**config.mk**
```make
export PLATFORM = sky130hd
export DESIGN_NAME = six_bit_rle_crc_decoder
export DESIGN_NICKNAME = d
export VERILOG_FILES = /design/src/rtl/core/bhx_pkg.sv /design/src/rtl/core/six_bit_rle_crc_decoder.sv /design/src/rtl/core/bhx_map.sv /design/src/rtl/core/bhx_crc.sv
export SDC_FILE = /design/constraint.sdc
export NUM_CORES = 1
export LEC_CHECK = 0
export BUFFER_PORTS_ARGS = -buffer_cell sky130_fd_sc_hd__clkbuf_2
export CAP_MARGIN = 10
export CORE_MARGIN = 10
export CORE_UTILIZATION = 55
export CTS_CLUSTER_DIAMETER = 50
export CTS_CLUSTER_SIZE = 20
export DETAILED_ROUTE_END_ITERATION = 6
export PLACE_DENSITY = 0.82
export SYNTH_ARGS = -nofsm -noshare
export SYNTH_HDL_FRONTEND = slang
export SYNTH_SLANG_ARGS = --single-unit
```
**constraint.sdc**
```tcl
create_clock -name clk -period 6 [get_ports clk]
set_input_delay 0.3 -clock clk [delete_from_list [all_inputs] [get_ports clk]]
set_output_delay 0.3 -clock clk [all_outputs]
set_load 0.02 [all_outputs]
```
**src/rtl/core/bhx_pkg.sv**
```systemverilog
`timescale 1ns / 1ps

package bhx_pkg;

    localparam logic [7:0]  RUN_MARK = 8'h90;
    localparam logic [15:0] CRC_POLY = 16'h1021;

    // Result kinds as they appear on the output tuser.
    localparam logic [1:0] KIND_DATA    = 2'd0;
    localparam logic [1:0] KIND_END     = 2'd1;
    localparam logic [1:0] KIND_ILLEGAL = 2'd2;

    typedef enum logic [1:0] {
        SYM_DATA,
        SYM_SKIP,
        SYM_DONE,
        SYM_FAIL
    } sym_class_t;

    typedef struct packed {
        sym_class_t  cls;
        logic [5:0]  sym;
    } sym_t;

    typedef enum logic [2:0] {
        ST_IDLE,
        ST_RUN,
        ST_FIN0,
        ST_FIN1,
        ST_EMIT
    } state_t;

endpackage

```
**src/rtl/core/six_bit_rle_crc_decoder.sv**
```systemverilog
`timescale 1ns / 1ps

// Six-bit text decoder with run-length expansion and a CRC-16 check value.
// Input channel: one text character per transfer on s_tdata, with s_tuser
// high to clear the checksum instead. Output channel: at most one result
// per input transfer; m_tuser gives the kind (data run, end marker, illegal
// character) and m_tdata the byte, its repeat count and the finalized CRC.
// Characters that give no result (line breaks, the first symbol of a group,
// a run marker, a count of one, a clear) leave the sequencer idle. For a
// character that gives a result, one shared byte-wide CRC unit is stepped
// once per byte in the run (none for end and illegal results), then twice
// more with zero bytes to finalize, and then the output register is loaded.
// The longest run has 254 copies.
// s_tready is high only while the sequencer is idle; a finished result sits
// in the output register, and the next character is taken meanwhile. When
// the receiver stalls, a further result waits until the register frees.
// Reset clears the symbol alignment, saved bits, CRC and last byte.

module six_bit_rle_crc_decoder
(
    input  logic        clk,
    input  logic        rst_n,
    input  logic        s_tvalid,
    output logic        s_tready,
    input  logic [7:0]  s_tdata,    // char_code[7:0]
    input  logic        s_tuser,    // mode
    output logic        m_tvalid,
    input  logic        m_tready,
    output logic [31:0] m_tdata,    // data_byte[7:0], repeat_res[15:8], check_value[31:16]
    output logic [1:0]  m_tuser     // kind
);

    bhx_pkg::state_t state_reg, state_next;
    logic [2:0]  phase_reg, phase_next;
    logic [5:0]  saved_reg, saved_next;
    logic [15:0] crc_reg, crc_next;
    logic [15:0] fin_reg, fin_next;
    logic [7:0]  last_reg, last_next;
    logic [7:0]  run_byte_reg, run_byte_next;
    logic [7:0]  cnt_reg, cnt_next;
    logic [1:0]  res_kind_reg, res_kind_next;
    logic [7:0]  res_rep_reg, res_rep_next;
    logic        m_tvalid_reg, m_tvalid_next;
    logic [31:0] m_tdata_reg, m_tdata_next;
    logic [1:0]  m_tuser_reg, m_tuser_next;

    bhx_pkg::sym_t msym;
    logic [15:0] unit_crc;
    logic [7:0]  unit_byte;
    logic [15:0] unit_out;

    bhx_map u_map
    (
        .char_code (s_tdata),
        .sym       (msym)
    );

    // The single CRC unit serves the run bytes and both finalizing steps.
    assign unit_crc  = (state_reg == bhx_pkg::ST_FIN1) ? fin_reg : crc_reg;
    assign unit_byte = (state_reg == bhx_pkg::ST_RUN) ? run_byte_reg : 8'h00;

    bhx_crc u_crc
    (
        .crc_in  (unit_crc),
        .byte_in (unit_byte),
        .crc_out (unit_out)
    );

    assign s_tready = (state_reg == bhx_pkg::ST_IDLE);
    assign m_tvalid = m_tvalid_reg;
    assign m_tdata  = m_tdata_reg;
    assign m_tuser  = m_tuser_reg;

    always_ff @(posedge clk or negedge rst_n)
    begin
        if (!rst_n)
        begin
            state_reg    <= bhx_pkg::ST_IDLE;
            phase_reg    <= 3'd0;
            saved_reg    <= 6'd0;
            crc_reg      <= 16'd0;
            last_reg     <= 8'd0;
            m_tvalid_reg <= 1'b0;
        end
        else
        begin
            state_reg    <= state_next;
            phase_reg    <= phase_next;
            saved_reg    <= saved_next;
            crc_reg      <= crc_next;
            last_reg     <= last_next;
            m_tvalid_reg <= m_tvalid_next;
        end
    end

    always_ff @(posedge clk)
    begin
        fin_reg      <= fin_next;
        run_byte_reg <= run_byte_next;
        cnt_reg      <= cnt_next;
        res_kind_reg <= res_kind_next;
        res_rep_reg  <= res_rep_next;
        m_tdata_reg  <= m_tdata_next;
        m_tuser_reg  <= m_tuser_next;
    end

    always_comb
    begin
        logic [1:0] slot;
        logic [1:0] nslot;
        logic [7:0] b;
        logic       emit;
        logic [7:0] emit_byte;
        logic [7:0] emit_rep;

        state_next    = state_reg;
        phase_next    = phase_reg;
        saved_next    = saved_reg;
        crc_next      = crc_reg;
        fin_next      = fin_reg;
        last_next     = last_reg;
        run_byte_next = run_byte_reg;
        cnt_next      = cnt_reg;
        res_kind_next = res_kind_reg;
        res_rep_next  = res_rep_reg;
        m_tvalid_next = m_tvalid_reg & ~m_tready;
        m_tdata_next  = m_tdata_reg;
        m_tuser_next  = m_tuser_reg;

        slot      = phase_reg[1:0];
        nslot     = slot + 2'd1;
        b         = 8'h00;
        emit      = 1'b0;
        emit_byte = 8'h00;
        emit_rep  = 8'h00;

        unique case (state_reg)
            bhx_pkg::ST_IDLE:
            begin
                if (s_tvalid)
                begin
                    if (s_tuser)
                    begin
                        crc_next = 16'd0;
                    end
                    else
                    begin
                        case (msym.cls)
                            bhx_pkg::SYM_DONE:
                            begin
                                res_kind_next = bhx_pkg::KIND_END;
                                res_rep_next  = 8'd0;
                                run_byte_next = 8'd0;
                                state_next    = bhx_pkg::ST_FIN0;
                            end
                            bhx_pkg::SYM_FAIL:
                            begin
                                res_kind_next = bhx_pkg::KIND_ILLEGAL;
                                res_rep_next  = 8'd0;
                                run_byte_next = 8'd0;
                                state_next    = bhx_pkg::ST_FIN0;
                            end
                            bhx_pkg::SYM_DATA:
                            begin
                                case (slot)
                                    2'd1:
                                    begin
                                        b          = {saved_reg, msym.sym[5:4]};
                                        saved_next = {2'b00, msym.sym[3:0]};
                                    end
                                    2'd2:
                                    begin
                                        b          = {saved_reg[3:0], msym.sym[5:2]};
                                        saved_next = {4'b0000, msym.sym[1:0]};
                                    end
                                    2'd3:
                                    begin
                                        b = {saved_reg[1:0], msym.sym};
                                    end
                                    default:
                                    begin
                                        saved_next = msym.sym;
                                        phase_next = {phase_reg[2], 2'd1};
                                    end
                                endcase
                                if (slot != 2'd0)
                                begin
                                    if (!phase_reg[2])
                                    begin
                                        if (b == bhx_pkg::RUN_MARK)
                                        begin
                                            phase_next = {1'b1, nslot};
                                        end
                                        else
                                        begin
                                            phase_next = {1'b0, nslot};
                                            emit       = 1'b1;
                                            emit_byte  = b;
                                            emit_rep   = 8'd1;
                                        end
                                    end
                                    else
                                    begin
                                        phase_next = {1'b0, nslot};
                                        if (b == 8'd0)
                                        begin
                                            emit      = 1'b1;
                                            emit_byte = bhx_pkg::RUN_MARK;
                                            emit_rep  = 8'd1;
                                        end
                                        else if (b != 8'd1)
                                        begin
                                            // A count of one adds no copies.
                                            emit      = 1'b1;
                                            emit_byte = last_reg;
                                            emit_rep  = b - 8'd1;
                                        end
                                    end
                                end
                                if (emit)
                                begin
                                    last_next     = emit_byte;
                                    run_byte_next = emit_byte;
                                    cnt_next      = emit_rep;
                                    res_kind_next = bhx_pkg::KIND_DATA;
                                    res_rep_next  = emit_rep;
                                    state_next    = bhx_pkg::ST_RUN;
                                end
                            end
                            default:
                            begin
                            end
                        endcase
                    end
                end
            end
            bhx_pkg::ST_RUN:
            begin
                crc_next = unit_out;
                cnt_next = cnt_reg - 8'd1;
                if (cnt_reg == 8'd1)
                begin
                    state_next = bhx_pkg::ST_FIN0;
                end
            end
            bhx_pkg::ST_FIN0:
            begin
                fin_next   = unit_out;
                state_next = bhx_pkg::ST_FIN1;
            end
            bhx_pkg::ST_FIN1:
            begin
                fin_next   = unit_out;
                state_next = bhx_pkg::ST_EMIT;
            end
            bhx_pkg::ST_EMIT:
            begin
                if (!m_tvalid_reg || m_tready)
                begin
                    m_tvalid_next = 1'b1;
                    m_tuser_next  = res_kind_reg;
                    m_tdata_next  = {fin_reg, res_rep_reg, run_byte_reg};
                    state_next    = bhx_pkg::ST_IDLE;
                end
            end
            default:
            begin
                state_next = bhx_pkg::ST_IDLE;
            end
        endcase
    end

`ifndef SYNTHESIS
    a_data_rep_nonzero: assert property (@(posedge clk) disable iff (!rst_n)
        m_tvalid && (m_tuser == bhx_pkg::KIND_DATA) |-> (m_tdata[15:8] != 8'd0))
        else $error("data result with zero repeat count");

    a_flag_payload_zero: assert property (@(posedge clk) disable iff (!rst_n)
        m_tvalid && (m_tuser != bhx_pkg::KIND_DATA) |-> (m_tdata[15:0] == 16'd0))
        else $error("end or illegal result carries byte data");

    a_run_count_live: assert property (@(posedge clk) disable iff (!rst_n)
        (state_reg == bhx_pkg::ST_RUN) |-> (cnt_reg != 8'd0))
        else $error("run stepping with an empty count");

    a_fin_to_emit: assert property (@(posedge clk) disable iff (!rst_n)
        (state_reg == bhx_pkg::ST_FIN1) |=> (state_reg == bhx_pkg::ST_EMIT))
        else $error("finalize did not lead to result load");
`endif

endmodule

```
**src/rtl/core/bhx_map.sv**
```systemverilog
`timescale 1ns / 1ps

module bhx_map
(
    input  logic [7:0]    char_code,
    output bhx_pkg::sym_t sym
);

    always_comb
    begin
        sym.cls = bhx_pkg::SYM_DATA;
        sym.sym = 6'd0;
        unique case (char_code) inside
            8'h0A, 8'h0D:    sym.cls = bhx_pkg::SYM_SKIP;
            8'h3A:           sym.cls = bhx_pkg::SYM_DONE;
            [8'h21:8'h2D]:   sym.sym = 6'(char_code - 8'h21);
            [8'h30:8'h36]:   sym.sym = 6'(char_code - 8'h30 + 8'd13);
            [8'h38:8'h39]:   sym.sym = 6'(char_code - 8'h38 + 8'd20);
            [8'h40:8'h4E]:   sym.sym = 6'(char_code - 8'h40 + 8'd22);
            [8'h50:8'h56]:   sym.sym = 6'(char_code - 8'h50 + 8'd37);
            [8'h58:8'h5B]:   sym.sym = 6'(char_code - 8'h58 + 8'd44);
            [8'h60:8'h66]:   sym.sym = 6'(char_code - 8'h60 + 8'd48);
            [8'h68:8'h6D]:   sym.sym = 6'(char_code - 8'h68 + 8'd55);
            [8'h70:8'h72]:   sym.sym = 6'(char_code - 8'h70 + 8'd61);
            default:         sym.cls = bhx_pkg::SYM_FAIL;
        endcase
    end

endmodule

```
**src/rtl/core/bhx_crc.sv**
```systemverilog
`timescale 1ns / 1ps

module bhx_crc
(
    input  logic [15:0] crc_in,
    input  logic [7:0]  byte_in,
    output logic [15:0] crc_out
);

    // Augmented form: message bits enter at the low end, MSB first.
    always_comb
    begin
        logic [15:0] r;
        logic        top;
        r = crc_in;
        for (int i = 7; i >= 0; i--)
        begin
            top = r[15];
            r = {r[14:0], byte_in[i]};
            if (top)
            begin
                r = r ^ bhx_pkg::CRC_POLY;
            end
        end
        crc_out = r;
    end

endmodule

```
Yosys cells after proc, flatten, opt, wreduce, memory -nomap -nowiden
Cells that the tools add are included.

word-level totals
  register bits = 113
  bits in latches = 0
  RAM bits = 0
  bits in read-only memories = 0
  input bits = 13
  memories kept = 0

cells by class
  add/sub/neg operators = 20
  multiply operators = 0
  divide/modulo/power cells = 0
  $lt $le $gt $ge = 18
  eq/ne operators = 26
  shift-type cells = 0
  mux-type cells = 63
  bitwise gates (word level) = 12
  reductions and logical operators = 33

operator list
  cell                                                                               count
  8-bit 2-to-1 mux                                                                   19
  13-bit 2-to-1 mux                                                                  8
  6-bit one-hot mux with 9 select lines                                              1
  8-bit by 7-bit >= comparator with 1-bit output (second input constant)             6
  8-bit by 7-bit less-or-equal comparator with 1-bit output (second input constant)  6
  16-bit 2-to-1 mux                                                                  3
  8-bit one-hot mux with 2 select lines                                              3
  6-bit subtractor (second input constant)                                           6
  5-bit AND reduction                                                                7
  16-bit one-hot mux with 2 select lines                                             1
  6-bit adder (second input constant)                                                5
  8-bit by 6-bit >= comparator with 1-bit output (second input constant)             3
  8-bit by 6-bit less-or-equal comparator with 1-bit output (second input constant)  3
  3-bit 2-to-1 mux                                                                   8
  3-bit NOT                                                                          8
  8-bit one-hot mux with 3 select lines                                              1
  6-bit one-hot mux with 3 select lines                                              1
  8-bit by 4-bit equality test with 1-bit output (second input constant)             2
  8-bit by 1-bit subtractor with 8-bit output (second input constant)                2
  3-bit one-hot mux with 5 select lines                                              1
  6-bit by 5-bit adder with 6-bit output (second input constant)                     2
  1-bit 2-to-1 mux                                                                   12
  2-bit one-hot mux with 3 select lines                                              2
  6-bit by 5-bit subtractor with 6-bit output (second input constant)                2
  other kinds (34)                                                                   60

Logic depth before layout (Yosys ltp)
  depth after elaboration = 23
  depth in mapped cells = 19
  depth with buffers taken out = 16

Modules after synthesis
From an unflattened synthesis, not the netlist that was laid out.

unflattened totals
  cell total of the unflattened synthesis = 584
  area, all modules = 6,567.5 um2

modules (own cells, without submodules)
  module                   instances  cells each  area an instance (um2)
  six_bit_rle_crc_decoder  1          380         4,999.8
  bhx_map                  1          180         1,350.0
  bhx_crc                  1          24          217.7

Worst setup path before layout
No wires, ideal clock.

  path kind = input to register
  from = input s_tdata[4]
  to = register res_rep_reg[0], enable pin
  data arrival time = 4.724 ns
  required time = 5.591 ns
  setup slack = 0.866 ns
  stages on the path = 15
  path buffers = 2
  cells stage by stage = buf_4 clkinv_1 ha_1 and3_1 buf_2 o21a_1 a211o_1 a2111o_1 a221oi_1 ha_1 or3_1 mux2i_1 a31oi_1 a21oi_1 nor3_1

between the ends
  word-level cells in the longest chain between the ends = 19
  elaborated cells on any way between the ends = 75
  those cells by class = add/sub: 17; order compare: 18; eq/ne: 8; mux: 16; reduce/logical: 16

ends and longest elaborated chain
  element                                         line                            source
  start: declaration                              six_bit_rle_crc_decoder.sv:25   input logic [7:0] s_tdata,
  6-bit subtractor, or another cell as far along  bhx_map.sv:17, bhx_map.sv:24
  6-bit adder, or another cell as far along       bhx_map.sv:24                   [8'h70:8'h72]: sym.sym = 6'(char_code - 8'h70 + 8'd61);
  6-bit one-hot mux with 9 select lines           bhx_map.sv:13                   unique case (char_code) inside
  8-bit one-hot mux with 3 select lines           six_bit_rle_crc_decoder.sv:165  case (slot)
  8-bit 2-to-1 mux                                six_bit_rle_crc_decoder.sv:148  case (msym.cls)
  8-bit 2-to-1 mux                                six_bit_rle_crc_decoder.sv:142  if (s_tuser)
  8-bit 2-to-1 mux                                six_bit_rle_crc_decoder.sv:140  if (s_tvalid)
  8-bit 2-to-1 mux                                six_bit_rle_crc_decoder.sv:137  unique case (state_reg)
  (+3 left out)                                   n/a
  1-bit 2-to-1 mux                                six_bit_rle_crc_decoder.sv:188  if (!phase_reg[2])
  1-bit 2-to-1 mux                                six_bit_rle_crc_decoder.sv:186  if (slot != 2'd0)
  1-bit 2-to-1 mux                                six_bit_rle_crc_decoder.sv:148
  1-bit 2-to-1 mux                                six_bit_rle_crc_decoder.sv:142
  1-bit 2-to-1 mux                                six_bit_rle_crc_decoder.sv:140
  1-bit 2-to-1 mux                                six_bit_rle_crc_decoder.sv:137
  2-bit != test (no line)                         n/a
  5-bit AND reduction (no line) (*)               n/a
  end signal: assignment                          six_bit_rle_crc_decoder.sv:102  res_rep_reg <= res_rep_next;
  end: declaration                                six_bit_rle_crc_decoder.sv:42   logic [7:0] res_rep_reg, res_rep_next;

Every way passes the cells marked *; elsewhere a longest branch is shown, timed or not. The select of a mux whose other input is x is not followed.
A chain may end at the register's enable or synchronous reset.

Worst setup path in the final report
  from = input s_tdata[5]
  to = register cnt_reg[6], enable pin

between the ends
  word-level cells in the longest chain between the ends = 19
  elaborated cells on any way between the ends = 72
  those cells by class = add/sub: 17; order compare: 18; eq/ne: 7; mux: 16; reduce/logical: 14

ends and longest elaborated chain
  element                                             line                            source
  6-bit subtractor, or another cell as far along      bhx_map.sv:17, bhx_map.sv:24
  6-bit adder, or another cell as far along           bhx_map.sv:24
  6-bit one-hot mux with 9 select lines               bhx_map.sv:13
  8-bit one-hot mux with 3 select lines               six_bit_rle_crc_decoder.sv:165
  8-bit 2-to-1 mux                                    six_bit_rle_crc_decoder.sv:148
  8-bit 2-to-1 mux                                    six_bit_rle_crc_decoder.sv:142
  8-bit 2-to-1 mux                                    six_bit_rle_crc_decoder.sv:140
  8-bit 2-to-1 mux                                    six_bit_rle_crc_decoder.sv:137
  (+3 left out)                                       n/a
  1-bit 2-to-1 mux                                    six_bit_rle_crc_decoder.sv:188
  1-bit 2-to-1 mux                                    six_bit_rle_crc_decoder.sv:186
  1-bit 2-to-1 mux                                    six_bit_rle_crc_decoder.sv:148
  1-bit 2-to-1 mux                                    six_bit_rle_crc_decoder.sv:142
  1-bit 2-to-1 mux                                    six_bit_rle_crc_decoder.sv:140
  1-bit 2-to-1 mux                                    six_bit_rle_crc_decoder.sv:137
  2-bit by 1-bit != test with 1-bit output (no line)  n/a
  5-bit AND reduction (no line) (*)                   n/a
  end signal: assignment                              six_bit_rle_crc_decoder.sv:100  cnt_reg <= cnt_next;
  end: declaration                                    six_bit_rle_crc_decoder.sv:40   logic [7:0] cnt_reg, cnt_next;

Marked as above.

==> key figures <==
Timing
  • Setup TNS: 0 ps
  • Final-report max-slew violation count: 0
  • Min Tclk post-route: 4870 ps
  • Unrepaired setup endpoints after global routing: false
  • Final setup skew: 10.1 ps
  • Final worst slack: approximately 1100 ps
  • Fin crit share: 0.812
  • # setup viols final: 0
  • Max-slew headroom: 0.236
  • Actual slew at the worst max-slew pin: between 1000 and 1500 ps
  • Number of hold violations in the final report: 0
  • Max Fclk: 0.205 GHz

Synth
  • Post-Syn Instances: slightly above 600
  • Asr flop ratio synth: 0.327
  • #FFs+latches synth: about 110
  • Seq/Total Area, Yosys: 0.485
  • Number of distinct library cells after synthesis: 77
  • Synth area leaders: edfxtp_1, dfrtp_1, ha_1, xnor2_1, nand2_1
  • Synth Flop Type: edfxtp_1
  • Post-synth top cells: edfxtp_1, nand2_1, nor2_1, dfrtp_1, ha_1
  • Syn_nets: approximately 650
  • Warnings, synthesis: 0
  • Cell accounting for the most synthesized area: edfxtp_1
  • Syn Area/Cell: between 10 and 15 µm²
  • Post-Syn Area: 6620 µm²
  • Post-synth EDFFs: 76
  • Count leader, synth: edfxtp_1
  • Post-synth top area share: 0.345

Pwr
  • LEAKAGE: 0.00310 µW
  • Maximum vdd drop: around 0.28 mV
  • PwrDens: 536 nW/µm²

Job
  • Max_cap viols: 0

CTS
  • Cts bufs inserted: 17
  • Num Clock Sinks: 113
  • Hold buffers post-CTS: 0
  • PostCTS Resize Cnt: 0
  • Clock Latency Late Sink: 420 ps
  • Clock transition at path regs: approximately 60 ps
  • Clock buffer depth: 2
  • CTS tree: built
  • Clock root cell: clkbuf_16
  • Post-CTS Setup Inserts: 0
  • Htree depth: 4

Floorplan
  • Row cnt: 40
  • Die Height: about 130 µm
  • Core Area: roughly 12000 µm²
  • Ports: 49
  • Die Width: between 100 and 150 µm
  • Die area: 16800 µm²
  • Initial core utilization: 0.556

Setup path
  • Crit end category: flop
  • Worst EP required: slightly above 6000 ps
  • Crit start category: primary input
  • CP Class: in -> reg
  • Crit path DAT: about 4900 ps
  • Crit path max fanout: 18

Detailed routing
  • Routed Antenna Nets: 0
  • Post-Route WL: ~17000 µm
  • Vias: ~5300
  • Pre-Repair DR Iteration Count: 6
  • Mean number of vias per cell: ~6.5
  • # DRC: 0
  • Drt wl/cell: 21.1 µm
  • Detailed Route Iter0 Violations: 623

Final layout
  • Antenna cells: 0
  • Layout cells sized above 1: 0.163
  • Layout area overhead: 14.6%
  • Layout Nets: between 600 and 700
  • Largest register FFs: 32
  • Fillers: about 900

Placement
  • Post-Place Worst Slack: roughly 850 ps
  • GP Congestion: roughly 1
  • Input/output buffers: 48
  • DP Wirelength: between 10000 and 15000 µm

GRT
  • Global-route wire length before repair: about 28000 µm
  • Global route total overflow: 0
  • Number of global-route vias before repair: 5133
  • GRT Total Usage: 0.210
  • Initial antenna violation count: 0
  • Pin count of the biggest net entering global routing: 38

Status
  • Status: finished clean

Min path
  • Hold/Removal Path Class: in -> async
[cells in the final DEF (no fill, tap or decap), types with 8 or more instances in the layout]
master / instances
o21ai_0: 16
nor2_1: 39
nand2b_1: 10
xnor2_1: 25
nor2b_1: 13
nand2_1: 58
nand3_1: 15
dfrtp_1: 37
edfxtp_1: 76
ha_1: 28
o211ai_1: 8
clkbuf_2: 48
mux2i_1: 17
clkbuf_16: 17
a22o_1: 24
buf_4: 8
inv_1: 20
xor2_1: 21
a21o_1: 8
a21oi_1: 25
[final timing paths]
check                         endpoint  cells past startpoint           start  slack (ps)
setup / recovery            cnt_reg[6]                     16      s_tdata[5]        1130
max in group asynchronous     m_tvalid                      1           rst_n        5360
hold / removal             last_reg[6]                      1           rst_n          30
min in group clk              m_tvalid                      3        m_tready         180
hold reg to reg            m_tdata[10]                      0  res_rep_reg[2]         420
setup reg to reg            cnt_reg[6]                     13    phase_reg[0]        1360
[critical path, stage by stage]
cell and delay [ps]:
clkbuf_2 340, ha_1 400, or3b_1 430, a311oi_1 470, a21oi_1 160, o2bb2a_1 330, o211ai_1 180, a221o_1 280
inv_1 80, ha_1 220, nor2b_1 160, nand2_1 90, mux2i_1 100, a31oi_1 330, nand2_1 130, o21ai_0 910
[cells by family (layout without fill, tap and decap cells)]
| kind of cell | after synthesis | after routing | share of synthesized area |
|---|---|---|---|
| multiplexers | 21 | 21 | 0.0331 |
| adder cells (fa/ha/maj) | 28 | 28 | 0.0529 |
| buffers and inverters | 55 | 111 | 0.0359 |
| XOR/XNOR | 46 | 46 | 0.0609 |
| AND/OR/NAND/NOR | 190 | 190 | 0.151 |
| AO/OA/AOI/OAI | 159 | 159 | 0.182 |
| flip-flops | 113 | 113 | 0.485 |
[metrics by stage]
| step | hold WS (ps) | utilization | power [µW] | cell area [µm²] | cells |
|---|---|---|---|---|---|
| 2_1_floorplan | 4.41 | - | 2520 | 6620 | 612 |
| 3_3_place_gp | 402 | 0.584 | 2880 | 6960 | 783 |
| 3_5_place_dp | 405 | 0.584 | 2940 | 6960 | 783 |
| 4_1_cts | 58.2 | 0.637 | 4050 | 7580 | 815 |
| 5_1_grt | 109 | 0.637 | 4270 | 7580 | 815 |
| 6_report | 33.3 | 0.637 | 4070 | 7580 | 815 |
[routing by layer]
metal,wire (µm),global-route usage
met1,6920,0.254
met2,8460,0.353
met3,1340,0.0450
met4,447,0.0946
met5,0,0
[area by class of cell]
type	instances	area [µm²]	share of cell area
Clock buffer	17	425	0.0561
Clock inverter	15	199	0.0262
Inverter	23	86.3	0.0114
Multi-Input combinational cell	444	3180	0.419
Sequential cell	113	3210	0.423
Tap cell	147	184	0.0242
Timing Repair Buffer	56	300	0.0396
[power by group]
group / switching, µW / internal [µW] / total [µW]
combinational: 1060 / 605 / 1660
clock: 392 / 665 / 1060
sequential: 164 / 1180 / 1350
Note: power is estimated with default switching activity, not from simulation.
